File: src/rtl/core/ael_pkg.sv
// Shared types and constants for the arithmetic expression lexer.
`default_nettype none

package ael_pkg;

  // Position counter wraps at this string length.
  localparam int unsigned MaxStringLen = 65536;
  localparam int unsigned PosW         = $clog2(MaxStringLen);
  localparam int unsigned StartW       = 16;

  // Entries in the queue between front and back.
  localparam int unsigned QueueDepth = 4;
  localparam int unsigned QPtrW      = $clog2(QueueDepth);

  localparam logic [7:0] CharNul  = 8'h00;
  localparam logic [7:0] CharEq   = 8'h3D;  // '='
  localparam logic [7:0] CharBang = 8'h21;  // '!'
  localparam logic [7:0] CharLt   = 8'h3C;  // '<'
  localparam logic [7:0] CharGt   = 8'h3E;  // '>'

  typedef enum logic [2:0] {
    CLS_END,
    CLS_SPACE,
    CLS_DIGIT,
    CLS_LEAD,
    CLS_PUNCT,
    CLS_INVALID
  } char_class_e;

  typedef enum logic [1:0] {
    MODE_IDLE,
    MODE_NUMBER,
    MODE_PENDING,
    MODE_ERROR
  } lexer_mode_e;

  typedef enum logic [1:0] {
    TOK_PUNCT   = 2'd0,
    TOK_NUMBER  = 2'd1,
    TOK_END     = 2'd2,
    TOK_INVALID = 2'd3
  } token_kind_e;

  // One classified character as it travels from front to back.
  typedef struct packed {
    logic [7:0]        char_code;
    char_class_e       cls;
    logic [StartW-1:0] pos;
  } lex_item_t;

endpackage

`default_nettype wire

File: src/rtl/core/ael_front.sv
// Front end: accepts characters, classifies them and tags each with its position.
`default_nettype none

module ael_front import ael_pkg::*; (
  input  wire logic       clk_i,
  input  wire logic       rst_ni,
  input  wire logic       in_valid_i,
  output logic            in_ready_o,
  input  wire logic [7:0] char_code_i,
  input  wire logic       queue_ready_i,
  output logic            push_o,
  output lex_item_t       item_o
);

  logic [PosW-1:0] pos_q, pos_d;
  char_class_e     cls;

  always_comb begin
    if (char_code_i == CharNul) begin
      cls = CLS_END;
    end else if (char_code_i == 8'd32 || (char_code_i >= 8'd9 && char_code_i <= 8'd13)) begin
      cls = CLS_SPACE;
    end else if (char_code_i >= 8'd48 && char_code_i <= 8'd57) begin
      cls = CLS_DIGIT;
    end else if (char_code_i == CharEq || char_code_i == CharBang ||
                 char_code_i == CharLt || char_code_i == CharGt) begin
      cls = CLS_LEAD;
    end else if ((char_code_i >= 8'd33 && char_code_i <= 8'd47) ||
                 (char_code_i >= 8'd58 && char_code_i <= 8'd64) ||
                 (char_code_i >= 8'd91 && char_code_i <= 8'd96) ||
                 (char_code_i >= 8'd123 && char_code_i <= 8'd126)) begin
      cls = CLS_PUNCT;
    end else begin
      cls = CLS_INVALID;
    end
  end

  assign in_ready_o       = queue_ready_i;
  assign push_o           = in_valid_i && queue_ready_i;
  assign item_o.char_code = char_code_i;
  assign item_o.cls       = cls;
  assign item_o.pos       = StartW'(pos_q);

  always_comb begin
    pos_d = pos_q;
    if (push_o) begin
      if (cls == CLS_END || pos_q == PosW'(MaxStringLen - 1)) begin
        pos_d = '0;
      end else begin
        pos_d = pos_q + PosW'(1);
      end
    end
  end

  always_ff @(posedge clk_i or negedge rst_ni) begin
    if (!rst_ni) begin
      pos_q <= '0;
    end else begin
      pos_q <= pos_d;
    end
  end

endmodule

`default_nettype wire

File: src/rtl/core/ael_queue.sv
// Small flop-based queue of classified characters between front and back.
`default_nettype none

module ael_queue import ael_pkg::*; (
  input  wire logic      clk_i,
  input  wire logic      rst_ni,
  input  wire logic      push_i,
  input  wire lex_item_t push_item_i,
  output logic           ready_o,
  input  wire logic      pop_i,
  output logic           head_valid_o,
  output lex_item_t      head_item_o
);

  lex_item_t          entries_q [QueueDepth];
  logic [QPtrW-1:0]   wr_ptr_q, wr_ptr_d;
  logic [QPtrW-1:0]   rd_ptr_q, rd_ptr_d;
  logic [QPtrW:0]     count_q, count_d;

  assign ready_o      = count_q != (QPtrW+1)'(QueueDepth);
  assign head_valid_o = count_q != '0;
  assign head_item_o  = entries_q[rd_ptr_q];

  always_comb begin
    wr_ptr_d = wr_ptr_q;
    rd_ptr_d = rd_ptr_q;
    count_d  = count_q;
    if (push_i) begin
      wr_ptr_d = (wr_ptr_q == QPtrW'(QueueDepth - 1)) ? '0 : wr_ptr_q + QPtrW'(1);
    end
    if (pop_i) begin
      rd_ptr_d = (rd_ptr_q == QPtrW'(QueueDepth - 1)) ? '0 : rd_ptr_q + QPtrW'(1);
    end
    if (push_i && !pop_i) begin
      count_d = count_q + (QPtrW+1)'(1);
    end else if (!push_i && pop_i) begin
      count_d = count_q - (QPtrW+1)'(1);
    end
  end

  always_ff @(posedge clk_i or negedge rst_ni) begin
    if (!rst_ni) begin
      wr_ptr_q <= '0;
      rd_ptr_q <= '0;
      count_q  <= '0;
    end else begin
      wr_ptr_q <= wr_ptr_d;
      rd_ptr_q <= rd_ptr_d;
      count_q  <= count_d;
    end
  end

  always_ff @(posedge clk_i) begin
    if (push_i) begin
      entries_q[wr_ptr_q] <= push_item_i;
    end
  end

endmodule

`default_nettype wire

File: src/rtl/core/ael_back.sv
// Back end: lexer state machine and output token register.
`default_nettype none

module ael_back import ael_pkg::*; (
  input  wire logic      clk_i,
  input  wire logic      rst_ni,
  input  wire logic      head_valid_i,
  input  wire lex_item_t head_item_i,
  output logic           pop_o,
  output logic           out_valid_o,
  input  wire logic      out_ready_i,
  output logic [1:0]     token_kind_o,
  output logic [31:0]    number_value_o,
  output logic [7:0]     first_char_o,
  output logic [7:0]     second_char_o,
  output logic [7:0]     token_length_o,
  output logic [15:0]    start_position_o,
  output logic           value_overflow_o,
  output logic           last_of_run_o
);

  lexer_mode_e       mode_q, mode_d;
  logic [31:0]       acc_q, acc_d;
  logic              ovf_q, ovf_d;
  logic [7:0]        cnt_q, cnt_d;
  logic [7:0]        pend_q, pend_d;
  logic [StartW-1:0] start_q, start_d;

  logic              out_valid_q, out_valid_d;
  token_kind_e       kind_q, kind_d;
  logic [31:0]       value_q, value_d;
  logic [7:0]        c1_q, c1_d;
  logic [7:0]        c2_q, c2_d;
  logic [7:0]        len_q, len_d;
  logic [StartW-1:0] spos_q, spos_d;
  logic              rovf_q, rovf_d;
  logic              last_q, last_d;

  logic              emit, pop_req, do_idle, idle_emit, step, out_free;
  logic [7:0]        c;
  char_class_e       cls;
  logic [35:0]       prod;

  assign c         = head_item_i.char_code;
  assign cls       = head_item_i.cls;
  assign idle_emit = cls == CLS_END || cls == CLS_PUNCT || cls == CLS_INVALID;
  // acc * 10 + digit, wide enough to see the carry out of 32 bits
  assign prod      = ({4'b0, acc_q} << 3) + ({4'b0, acc_q} << 1) + {32'b0, c[3:0]};
  assign out_free  = !out_valid_q || out_ready_i;

  always_comb begin
    mode_d  = mode_q;
    acc_d   = acc_q;
    ovf_d   = ovf_q;
    cnt_d   = cnt_q;
    pend_d  = pend_q;
    start_d = start_q;
    emit    = 1'b0;
    pop_req = 1'b1;
    do_idle = 1'b0;
    kind_d  = TOK_PUNCT;
    value_d = '0;
    c1_d    = '0;
    c2_d    = '0;
    len_d   = '0;
    spos_d  = head_item_i.pos;
    rovf_d  = 1'b0;
    last_d  = 1'b1;

    case (mode_q)
      MODE_IDLE: begin
        do_idle = 1'b1;
      end
      MODE_NUMBER: begin
        if (cls == CLS_DIGIT) begin
          acc_d = prod[31:0];
          if (prod[35:32] != 4'd0) begin
            ovf_d = 1'b1;
          end
          if (cnt_q != 8'hFF) begin
            cnt_d = cnt_q + 8'd1;
          end
        end else begin
          emit    = 1'b1;
          kind_d  = TOK_NUMBER;
          value_d = acc_q;
          len_d   = cnt_q;
          spos_d  = start_q;
          rovf_d  = ovf_q;
          mode_d  = MODE_IDLE;
          // closing char that itself emits gets a second pass as idle
          if (idle_emit) begin
            pop_req = 1'b0;
            last_d  = 1'b0;
          end else begin
            do_idle = 1'b1;
          end
        end
      end
      MODE_PENDING: begin
        emit   = 1'b1;
        kind_d = TOK_PUNCT;
        c1_d   = pend_q;
        spos_d = start_q;
        mode_d = MODE_IDLE;
        if (c == CharEq) begin
          c2_d  = c;
          len_d = 8'd2;
        end else begin
          len_d = 8'd1;
          if (idle_emit) begin
            pop_req = 1'b0;
            last_d  = 1'b0;
          end else begin
            do_idle = 1'b1;
          end
        end
      end
      MODE_ERROR: begin
        if (cls == CLS_END) begin
          emit   = 1'b1;
          kind_d = TOK_END;
          mode_d = MODE_IDLE;
        end
      end
      default: begin
        mode_d = MODE_IDLE;
      end
    endcase

    if (do_idle) begin
      case (cls)
        CLS_END: begin
          emit   = 1'b1;
          kind_d = TOK_END;
          mode_d = MODE_IDLE;
        end
        CLS_SPACE: begin
        end
        CLS_DIGIT: begin
          mode_d  = MODE_NUMBER;
          acc_d   = {28'b0, c[3:0]};
          ovf_d   = 1'b0;
          cnt_d   = 8'd1;
          start_d = head_item_i.pos;
        end
        CLS_LEAD: begin
          mode_d  = MODE_PENDING;
          pend_d  = c;
          start_d = head_item_i.pos;
        end
        CLS_PUNCT: begin
          emit   = 1'b1;
          kind_d = TOK_PUNCT;
          c1_d   = c;
          len_d  = 8'd1;
        end
        default: begin
          emit   = 1'b1;
          kind_d = TOK_INVALID;
          len_d  = 8'd1;
          mode_d = MODE_ERROR;
        end
      endcase
    end
  end

  assign step  = head_valid_i && (!emit || out_free);
  assign pop_o = step && pop_req;

  always_comb begin
    out_valid_d = out_valid_q;
    if (step && emit) begin
      out_valid_d = 1'b1;
    end else if (out_ready_i) begin
      out_valid_d = 1'b0;
    end
  end

  always_ff @(posedge clk_i or negedge rst_ni) begin
    if (!rst_ni) begin
      mode_q      <= MODE_IDLE;
      acc_q       <= '0;
      ovf_q       <= 1'b0;
      cnt_q       <= '0;
      pend_q      <= '0;
      start_q     <= '0;
      out_valid_q <= 1'b0;
    end else begin
      out_valid_q <= out_valid_d;
      if (step) begin
        mode_q  <= mode_d;
        acc_q   <= acc_d;
        ovf_q   <= ovf_d;
        cnt_q   <= cnt_d;
        pend_q  <= pend_d;
        start_q <= start_d;
      end
    end
  end

  always_ff @(posedge clk_i) begin
    if (step && emit) begin
      kind_q  <= kind_d;
      value_q <= value_d;
      c1_q    <= c1_d;
      c2_q    <= c2_d;
      len_q   <= len_d;
      spos_q  <= spos_d;
      rovf_q  <= rovf_d;
      last_q  <= last_d;
    end
  end

  assign out_valid_o      = out_valid_q;
  assign token_kind_o     = kind_q;
  assign number_value_o   = value_q;
  assign first_char_o     = c1_q;
  assign second_char_o    = c2_q;
  assign token_length_o   = len_q;
  assign start_position_o = spos_q;
  assign value_overflow_o = rovf_q;
  assign last_of_run_o    = last_q;

endmodule

`default_nettype wire

File: src/rtl/core/arith_expression_lexer.sv
// Top level of the arithmetic expression lexer: front, queue and back.
//
// The lexer takes input characters and emits tokens on a valid/ready output
// channel. A character that gives one token or none is retired by the back
// end in a single pass; a character that closes a number or a held operator
// and also gives a token of its own (punctuator, end, invalid) occupies the
// back end once per token. A 4-entry queue between the classifying front end
// and the back end absorbs these extra passes and output stalls, so input is
// taken at one character per cycle while the queue has room. An accepted
// character is written into the queue; when it reaches the head, its first
// token is registered into the output token register.
`default_nettype none

module arith_expression_lexer import ael_pkg::*; (
  input  wire logic        clk_i,
  input  wire logic        rst_ni,
  input  wire logic        in_valid_i,
  output logic             in_ready_o,
  input  wire logic [7:0]  char_code_i,
  output logic             out_valid_o,
  input  wire logic        out_ready_i,
  output logic [1:0]       token_kind_o,
  output logic [31:0]      number_value_o,
  output logic [7:0]       first_char_o,
  output logic [7:0]       second_char_o,
  output logic [7:0]       token_length_o,
  output logic [15:0]      start_position_o,
  output logic             value_overflow_o,
  output logic             last_of_run_o
);

  logic      queue_ready, push, pop, head_valid;
  lex_item_t push_item, head_item;

  ael_front u_front (
    .clk_i         (clk_i),
    .rst_ni        (rst_ni),
    .in_valid_i    (in_valid_i),
    .in_ready_o    (in_ready_o),
    .char_code_i   (char_code_i),
    .queue_ready_i (queue_ready),
    .push_o        (push),
    .item_o        (push_item)
  );

  ael_queue u_queue (
    .clk_i        (clk_i),
    .rst_ni       (rst_ni),
    .push_i       (push),
    .push_item_i  (push_item),
    .ready_o      (queue_ready),
    .pop_i        (pop),
    .head_valid_o (head_valid),
    .head_item_o  (head_item)
  );

  ael_back u_back (
    .clk_i            (clk_i),
    .rst_ni           (rst_ni),
    .head_valid_i     (head_valid),
    .head_item_i      (head_item),
    .pop_o            (pop),
    .out_valid_o      (out_valid_o),
    .out_ready_i      (out_ready_i),
    .token_kind_o     (token_kind_o),
    .number_value_o   (number_value_o),
    .first_char_o     (first_char_o),
    .second_char_o    (second_char_o),
    .token_length_o   (token_length_o),
    .start_position_o (start_position_o),
    .value_overflow_o (value_overflow_o),
    .last_of_run_o    (last_of_run_o)
  );

  // End tokens are zero length and always close the run.
  a_end_token : assert property (@(posedge clk_i) disable iff (!rst_ni)
    out_valid_o && token_kind_o == TOK_END |-> token_length_o == 8'd0 && last_of_run_o)
    else $error("end token with nonzero length or not last");

  // Only a closed number or held operator can precede another token of the same char.
  a_not_last_kind : assert property (@(posedge clk_i) disable iff (!rst_ni)
    out_valid_o && !last_of_run_o |-> token_kind_o == TOK_NUMBER || token_kind_o == TOK_PUNCT)
    else $error("non-last token of unexpected kind");

  // The second token of a char follows right after the first is taken.
  a_second_follows : assert property (@(posedge clk_i) disable iff (!rst_ni)
    out_valid_o && out_ready_i && !last_of_run_o |=> out_valid_o)
    else $error("second token of a transaction missing");

endmodule

`default_nettype wire

File: config.mk
export PLATFORM = sky130hd
export DESIGN_NAME = arith_expression_lexer
export DESIGN_NICKNAME = d
export VERILOG_FILES = /design/src/rtl/core/ael_pkg.sv /design/src/rtl/core/ael_front.sv /design/src/rtl/core/ael_queue.sv /design/src/rtl/core/ael_back.sv /design/src/rtl/core/arith_expression_lexer.sv
export SDC_FILE = /design/constraint.sdc
export NUM_CORES = 1
export LEC_CHECK = 0
export BUFFER_PORTS_ARGS = -buffer_cell sky130_fd_sc_hd__buf_2
export CORE_ASPECT_RATIO = 1.5
export CORE_UTILIZATION = 34
export DETAILED_ROUTE_END_ITERATION = 10
export GPL_ROUTABILITY_DRIVEN = 0
export PLACE_DENSITY = 0.48
export SYNTH_ARGS = -nofsm -noshare
export SYNTH_HDL_FRONTEND = slang
export SYNTH_SLANG_ARGS = --single-unit
File: constraint.sdc
create_clock -name clk_i -period 7.9 [get_ports clk_i]
set_input_delay 1.58 -clock clk_i [delete_from_list [all_inputs] [get_ports clk_i]]
set_output_delay 1.58 -clock clk_i [all_outputs]
set_load 0.1 [all_outputs]
==> impl_metrics.py, run 1 <==
metrics = {
    "clock_tree": {
        "ctsRootBufferMaster": "clkbuf_16",
        "cts_made_buffers": 28,
        "clk_path_buf_depth": 3,
        "cts_hold_buf": 0,
        "h-tree-depth": 1,
        "clkSinkCount": 275,
        "clock_latency_ns": 0.56,
        "post_cts.repair.setup_buffers": 0,
        "clk_pin_slew_ns": 0.07,
        "tritoncts": "yes",
        "cts_resized": 0,
    },
    "place": {
        "placed_area_um2": 14290,
        "dp_hpwl_um": 20740,
        "io_buffer_count": 89,
    },
    "timing": {
        "fmax_mhz": 183.2,
        "relSlewSlack": 0.2716,
        "finalCritPeriodShare": 0.6909,
        "hold_viol_final": 0,
        "final.setup_skew_ns": 0.008979,
        "setup_violations": 0,
        "fin_crit_ns": 5.458,
        "rsz0062_at_grt": "no",
        "finalMaxSlewViolations": 0,
        "worst_slew_pin_slew_ns": 1.093,
        "setup_tns_ns": 0,
    },
    "synthesis": {
        "synthAdderAreaFrac": 0.07492,
        "yosysWarnings": 0,
        "async_reset_ff_frac": 0.3309,
        "seq_area_frac_synth": 0.5854,
        "synth-compound-area-share": 0.1092,
        "syn_avg_cell_area_um2": 13.25,
        "netlist_area_um2": 13330,
        "synth_edf_count": 184,
        "synth_top_family_by_area": "simple AND/OR/NAND/NOR gates",
        "synthFlopType": "edfxtp_1",
        "syn_inst": 1006,
        "synth.distinct_cells": 64,
        "synthSimpleGateAreaFrac": 0.1097,
        "synthMuxAreaShare": 0.07276,
        "synth-xor-area-share": 0.02629,
        "synth_seq_cells": 275,
    },
    "worst_setup_path": {
        "endpoint_kind": "flop",
        "cp.arrival_ns": 5.64,
        "reg2regPathDepth": 8,
        "crit_chain": "mux4_2, or3b_1, o21ai_1, a21oi_1, a21o_1, a31oi_4, nor2b_4, buf_4",
        "cp_slowest_cell": "dfrtp_2",
        "max_stage_delay_ns": 1.01,
        "crit_required_ns": 8.08,
        "startpoint_type": "flop",
        "cp_max_fo": 52,
        "path_class": "reg2reg",
    },
    "floorplanning": {
        "core-area_um2": 38540,
        "die_area_um2": 40010,
        "io_pins": 90,
        "initial_core_util": 0.3458,
        "die_w_um": 163.7,
        "die_h_um": 244.5,
        "rows": 88,
    },
    "finish": {
        "ff_latch_area_um2": 7804,
        "nets": 1188,
        "post-route-cell-area_um2": 15190,
        "n_fill_cell": 3720,
        "area_delta_synth_final_pct": 13.98,
        "fin_util": 0.3942,
        "drive_gt1_frac": 0.1866,
        "multiInputGateArea_um2": 5260,
        "n_antenna_cell": 0,
    },
    "min_path": {
        "hold_path_class": "reg2reg",
        "holdPathStages": 2,
    },
    "routing": {
        "wl_per_cell_um": 18.40,
        "avgViaCountPerCell": 5.134,
        "wl_um": 29720,
        "drc": 0,
        "drt_pass1_iterations": 6,
        "num_vias": 8292,
        "ant_nets": 0,
        "drt_iter0_markers": 383,
    },
    "global_routing": {
        "grt_pass1_vias": 8548,
        "grt_start_max_net_pins": 74,
        "grt_usage": 0.1514,
        "grt_pass1_wl_um": 46970,
        "overflow": 0,
        "antenna_found_initial": 0,
    },
    "job": {
        "cap_violations": 0,
    },
    "outcome": {
        "run_status": "finished, final reports clean",
    },
}
## cell usage in the layout (no fill, tap or decap), drive strengths merged, types with 5 or more instances in the layout
cell and count:
nor4 5, edfxtp 184, xnor2 23, a211oi 5
inv 27, nand3 16, nor3 17, clkinv 12
a22o 42, o21a 5, or3 9, dfrtp 91
nand2 56, mux2 28, xor2 17, nand4 9
o211ai 6, clkbuf 37, and2 22, mux4 27
buf 96, nand2b 6, a21o 22, ha 75
nor2b 9, o21ai 48, nor2 50, a21oi 57
and3 56
## path summary, 6_finish.rpt
check | start | end | slack (ns)
worst max register to register | u_queue.rd_ptr_q[0]$_DFFE_PN0P_ | u_back.number_value_o[23]$_SDFFCE_PP0P_ | 2.44
worst min register to register | u_back.pend_q[3]$_DFFE_PN0P_ | u_back.pend_q[3]$_DFFE_PN0P_ | 0.49
worst max-delay path | u_queue.rd_ptr_q[0]$_DFFE_PN0P_ | u_back.number_value_o[23]$_SDFFCE_PP0P_ | 2.44
min in group asynchronous | rst_ni | u_queue.wr_ptr_q[0]$_DFFE_PN0P_ | 0.89
max in group asynchronous | rst_ni | u_queue.rd_ptr_q[0]$_DFFE_PN0P_ | 5.64
worst min-delay path | u_back.pend_q[3]$_DFFE_PN0P_ | u_back.pend_q[3]$_DFFE_PN0P_ | 0.49
## worst max-delay path: cells and delay by family, from the launching register on
| kind | cells | cell delay (ns) |
|---|---|---|
| flops | 1 | 1.01 |
| simple gates | 2 | 1.57 |
| buf+inv | 1 | 0.67 |
| compound gates | 4 | 1.02 |
| mux | 1 | 0.74 |
## registers in the layout, indices dropped and copies added, names as in the netlist, 16 cells and up
name / cells
u_back.start_q: 16
u_back.start_position_o: 16
u_back.acc_q: 32
u_front.pos_q: 16
u_queue.entries_q: 108
u_back.number_value_o: 32
## cell type report
type	instances	share of cell area
Inverter	28	0.006919
Timing Repair Buffer	96	0.03295
Clock inverter	15	0.008978
Clock buffer	37	0.05041
Tap cell	495	0.04077
Multi-Input combinational cell	669	0.3463
Sequential cell	275	0.5137
## cells in the mapped netlist, types with 21 or more instances
master / count / area [um2]
and3_1: 56 / 350.3
mux4_2: 27 / 608.1
inv_1: 27 / 101.4
clkbuf_1: 25 / 93.84
dfrtp_1: 91 / 2277
a21o_1: 22 / 165.2
nor2_1: 50 / 187.7
nand2_1: 56 / 210.2
ha_1: 75 / 938.4
mux2_2: 21 / 236.5
and2_1: 22 / 137.6
a21oi_1: 57 / 285.3
xnor2_1: 23 / 201.4
edfxtp_1: 184 / 5525
o21ai_0: 47 / 235.2
a22o_1: 42 / 367.9
## layer usage
metal,part of all wire,global-route usage,up-vias
li1,-,-,4009
met5,0,0,-
met3,0.028,0.01781,42
met4,0.025,0.05011,0
met1,0.41,0.1740,4119
met2,0.54,0.2854,122
## logic make-up (layout without fill, tap and decap cells)
family	Yosys count	in the layout
buf+inv	64	176
other cells	1	3
mux	57	57
compound gates	217	217
flops	275	275
simple gates	274	274
xor+xnor	40	40
fa+ha+maj	78	78
## metrics by stage
step	setup WS, ns	hold slack (ns)	cells
floorplan	1.413	0.4506	1008
global placement	2.375	0.4670	1563
detailed placement	2.329	0.4788	1563
CTS	2.314	0.4939	1615
global route	2.016	0.5025	1615
finish	2.442	0.4937	1615
Power of run 1 is not shown: default switching activity piles up to over one toggle a cycle in this logic, so the estimate is an artifact.
==> run 2: changes to the inputs <==
--- a/config.mk
+++ b/config.mk
@@ -10,7 +10,7 @@
 export CORE_UTILIZATION = 34
 export DETAILED_ROUTE_END_ITERATION = 10
 export GPL_ROUTABILITY_DRIVEN = 0
-export PLACE_DENSITY = 0.48
+export PLACE_DENSITY = 0.5
 export SYNTH_ARGS = -nofsm -noshare
 export SYNTH_HDL_FRONTEND = slang
 export SYNTH_SLANG_ARGS = --single-unit
==> constraint.sdc (replaced) <==
create_clock -name clk_i -period 4.4 [get_ports clk_i]
set_input_delay 0.88 -clock clk_i [delete_from_list [all_inputs] [get_ports clk_i]]
set_output_delay 0.88 -clock clk_i [all_outputs]
set_load 0.1 [all_outputs]
==> impl_metrics.py, run 2 (same netlist as run 1, synthesis figures left out) <==
metrics = {
    "place": {
        "io_buffer_count": 89,
        "dp_hpwl_um": 20780,
        "dp_slack_ns": 0.1651,
    },
    "floorplanning": {
        "core-area_um2": 38540,
        "die_area_um2": 40010,
        "io_pins": 90,
        "die_h_um": 244.5,
        "die_w_um": 163.7,
        "initial_core_util": 0.3458,
        "rows": 88,
    },
    "clock_tree": {
        "cts_made_buffers": 27,
        "clk_pin_slew_ns": 0.06,
        "clkSinkCount": 275,
        "clock_latency_ns": 0.54,
        "h-tree-depth": 1,
        "tritoncts": "yes",
        "clk_path_buf_depth": 3,
        "post_cts.repair.setup_buffers": 0,
        "ctsRootBufferMaster": "clkbuf_16",
    },
    "finish": {
        "area_delta_synth_final_pct": 14.67,
        "layout_common_cells": "184 x edfxtp_1, 90 x dfrtp_1, 88 x buf_2, 75 x ha_1, 57 x a21oi_1",
        "final_common_cell": "edfxtp_1",
        "n_antenna_cell": 0,
        "largest_reg_flops": 108,
        "largest_register": "u_queue.entries_q",
        "drive_gt1_frac": 0.1963,
        "nets": 1206,
    },
    "routing": {
        "drc": 0,
        "wl_per_cell_um": 18.48,
        "drt_iter0_markers": 375,
        "ant_nets": 0,
        "num_vias": 8388,
        "wl_um": 30150,
        "avgViaCountPerCell": 5.143,
        "drt_pass1_iterations": 4,
    },
    "min_path": {
        "hold_path_class": "in2async",
    },
    "timing": {
        "rsz0062_at_grt": "no",
        "worst_slack_ns": 0.3076,
        "final.setup_skew_ns": 0.009373,
        "setup_violations": 0,
        "setup_tns_ns": 0,
        "fmax_mhz": 244.4,
        "finalCritPeriodShare": 0.9301,
        "finalMaxSlewViolations": 0,
        "worst_slew_pin_slew_ns": 0.8842,
        "fin_crit_ns": 4.092,
        "relSlewSlack": 0.4055,
        "hold_viol_final": 0,
    },
    "worst_setup_path": {
        "endpoint_kind": "flop",
        "reg2regPathDepth": 15,
        "r2r-start": "u_queue.rd_ptr_q[0]$_DFFE_PN0P_",
        "path_class": "reg2reg",
        "max_stage_delay_ns": 0.54,
        "startpoint_type": "flop",
        "r2r-end": "u_back.ovf_q$_DFFE_PN0N_",
        "critPathBufInv": 3,
        "crit_required_ns": 4.83,
        "rrSetupSlack_ns": 0.31,
        "cp.arrival_ns": 4.52,
        "crit_family": "compound AO/OA/AOI/OAI gates",
        "cp_max_fo": 5,
        "cp_slowest_cell": "fa_1",
        "crit_chain": "mux4_2, inv_1, fa_1, inv_1, fa_1, a211oi_1, o21ai_0, o21ai_0, buf_4, a21oi_1, or3_1, a211oi_2, mux2i_1, a21oi_1, o31a_1",
    },
    "outcome": {
        "run_status": "finished, final reports clean",
    },
    "global_routing": {
        "grt_pass1_wl_um": 48220,
        "overflow": 0,
        "grt_usage": 0.1547,
        "antenna_found_initial": 0,
        "grt_pass1_vias": 8710,
        "grt_start_max_net_pins": 55,
    },
    "job": {
        "cap_violations": 0,
    },
}
[run 2: how the worst max path moves through the flow]
stage	start	end	slack, ns	cells after the start
after floorplan	u_queue.rd_ptr_q[0]$_DFFE_PN0P_	u_back.first_char_o[0]$_DFFE_PP_	0.21	10
after global placement	u_queue.rd_ptr_q[0]$_DFFE_PN0P_	u_back.ovf_q$_DFFE_PN0N_	0.22	15
after detailed placement	u_queue.rd_ptr_q[0]$_DFFE_PN0P_	u_back.ovf_q$_DFFE_PN0N_	0.17	15
after CTS	u_queue.rd_ptr_q[0]$_DFFE_PN0P_	u_back.ovf_q$_DFFE_PN0N_	0.16	15
after global routing	u_queue.rd_ptr_q[0]$_DFFE_PN0P_	u_back.ovf_q$_DFFE_PN0N_	0.01	15
final	u_queue.rd_ptr_q[0]$_DFFE_PN0P_	u_back.ovf_q$_DFFE_PN0N_	0.31	15
[run 2: routing by layer]
layer | global-route usage | wire length (um) | vias up
met5 | 0 | 0 | -
met4 | 0.04303 | 637 | 0
met3 | 0.01883 | 979 | 45
met2 | 0.2945 | 16710 | 131
met1 | 0.1781 | 11820 | 4170
li1 | - | - | 4042
[run 2: final cells by class]
class	instances	area, um2
Clock buffer	36	719.4
Clock inverter	13	115.1
Fill cell	3698	23250
Inverter	28	105.1
Multi-Input combinational cell	669	5265
Sequential cell	275	7804
Tap cell	495	619.3
Timing Repair Buffer	115	655.6
[run 2: repair_timing]
action / in CTS / in global routing
hold buffers: 0 / 0
gates resized for setup: 0 / 1
endpoints found under the setup margin: 0 / 1
[run 2: per-stage QoR]
step / hold slack (ns) / cell area [um2] / cells / utilization
detailed placement: 0.4768 / 14440 / 1582 / 0.3748
finish: 0.4185 / 15280 / 1631 / 0.3966
CTS: 0.4572 / 15280 / 1631 / 0.3965
global placement: 0.4636 / 14440 / 1582 / 0.3748
global route: 0.4893 / 15280 / 1631 / 0.3966
floorplan: 0.4506 / 13340 / 1008 / -
Power of run 2 is left out for the same reason.
==> run 3: changes to the inputs <==
==> constraint.sdc (replaced) <==
create_clock -name clk_i -period 4.4 [get_ports clk_i]
set_input_delay 1.1 -clock clk_i [delete_from_list [all_inputs] [get_ports clk_i]]
set_output_delay 1.1 -clock clk_i [all_outputs]
set_load 0.1 [all_outputs]
==> impl_metrics.py, run 3 (same netlist as run 1, synthesis figures left out) <==
metrics = {
    "finish": {
        "final_common_cell": "edfxtp_1",
        "drive_gt1_frac": 0.2021,
        "n_antenna_cell": 0,
        "nets": 1206,
        "largest_register": "u_queue.entries_q",
        "largest_reg_flops": 108,
        "layout_common_cells": "184 x edfxtp_1, 90 x dfrtp_1, 88 x buf_2, 75 x ha_1, 57 x a21oi_1",
        "area_delta_synth_final_pct": 16.00,
    },
    "worst_setup_path": {
        "cp.depth": 14,
        "startpoint_type": "flop",
        "rrSetupSlack_ns": 0.31,
        "r2r-start": "u_queue.rd_ptr_q[0]$_DFFE_PN0P_",
        "critPathBufInv": 1,
        "cp.arrival_ns": 4.53,
        "startpoint": "u_queue.rd_ptr_q[0]$_DFFE_PN0P_",
        "reg2regPathDepth": 14,
        "cp_slowest_cell": "mux4_2",
        "crit_chain": "mux4_2, ha_1, ha_1, fa_1, a211oi_1, o21ai_0, o21ai_0, buf_4, a21oi_1, or3_1, a211oi_2, mux2i_1, a21oi_1, o31a_1",
        "path_class": "reg2reg",
        "crit_family": "compound AO/OA/AOI/OAI gates",
        "crit_required_ns": 4.83,
        "endpoint_kind": "flop",
        "max_stage_delay_ns": 0.55,
        "cp_max_fo": 6,
    },
    "routing": {
        "drc": 0,
        "avgViaCountPerCell": 5.146,
        "drt_pass1_iterations": 4,
        "num_vias": 8403,
        "wl_per_cell_um": 18.26,
        "drt_iter0_markers": 355,
        "wl_um": 29820,
        "ant_nets": 0,
    },
    "timing": {
        "worst_slew_pin_slew_ns": 0.9351,
        "hold_viol_final": 0,
        "finalCritPeriodShare": 0.9299,
        "fin_crit_ns": 4.092,
        "rsz0062_at_grt": "no",
        "relSlewSlack": 0.3713,
        "setup_tns_ns": 0,
        "fmax_mhz": 244.4,
        "final.setup_skew_ns": 0.02007,
        "setup_violations": 0,
        "finalMaxSlewViolations": 0,
    },
    "job": {
        "cap_violations": 0,
    },
    "floorplanning": {
        "die_w_um": 163.7,
        "initial_core_util": 0.3458,
        "die_area_um2": 40010,
        "io_pins": 90,
        "core-area_um2": 38540,
        "rows": 88,
        "die_h_um": 244.5,
    },
    "min_path": {
        "holdPathStages": 2,
        "worstHoldStart": "u_back.pend_q[3]$_DFFE_PN0P_",
        "hold_path_class": "reg2reg",
    },
    "place": {
        "dp_hpwl_um": 20750,
        "io_buffer_count": 89,
    },
    "global_routing": {
        "grt_start_max_net_pins": 54,
        "grt_pass1_wl_um": 47890,
        "antenna_found_initial": 0,
        "grt_usage": 0.1528,
        "grt_pass1_vias": 8801,
        "overflow": 0,
    },
    "outcome": {
        "run_status": "finished, final reports clean",
    },
    "clock_tree": {
        "clock_latency_ns": 0.56,
        "ctsRootBufferMaster": "clkbuf_16",
        "cts_hold_buf": 0,
        "cts_resized": 0,
        "clk_path_buf_depth": 3,
        "cts_made_buffers": 28,
        "tritoncts": "yes",
        "clk_pin_slew_ns": 0.07,
        "h-tree-depth": 1,
        "post_cts.repair.setup_buffers": 0,
        "clkSinkCount": 275,
    },
}
[run 3: cell count changes in the layout (fill, tap and decap cells not counted), moves of 2 or more]
cell	change
clkbuf_8	+2
clkinv_1	-2
bufinv_16	+3
inv_6	+2
clkbuf_1	-3
clkinv_2	-4
clkbuf_16	+2
buf_4	-2
clkinv_4	+2
[run 3: tightest hold or removal path, stage by stage (launching register included)]
cell and delay, ns:
dfrtp_1 0.35, nand2_1 0.05, o21ai_0 0.06
[run 3: worst paths after layout]
kind,end
max,u_back.ovf_q$_DFFE_PN0N_
min,u_back.pend_q[3]$_DFFE_PN0P_
max reg2reg,u_back.ovf_q$_DFFE_PN0N_
min reg2reg,u_back.pend_q[3]$_DFFE_PN0P_
max in group asynchronous,u_back.acc_q[8]$_DFFE_PN0N_
min in group asynchronous,u_front.pos_q[10]$_DFFE_PN0P_
[run 3: layer usage]
metal  wire length, um  GRT usage
met4               697    0.04739
met1             11980     0.1732
met5                 0          0
met2             16350     0.2931
met3               799    0.01679
[run 3: layout make-up]
class                      count  area, um2
clock buffer                  37      785.8
fill                        3673      23080
sequential                   275       7804
clock inverter                15      220.2
multi-input combinational    669       5265
tap                          495      619.3
inverter                      28      105.1
timing repair buffer         114      660.6
[run 3: metrics by stage]
step           instances  utilization  worst slack [ns]  instance area, um2  hold slack [ns]
2_1_floorplan       1008            -            0.2120               13340           0.4506
3_3_place_gp        1581       0.3749            0.2074               14450           0.4640
3_5_place_dp        1581       0.3749            0.1634               14450           0.4772
4_1_cts             1633       0.4010            0.1463               15450           0.4924
5_1_grt             1633       0.4012           0.08156               15460           0.5172
6_report            1633       0.4012            0.3084               15460           0.4880
Power of run 3 is left out for the same reason.
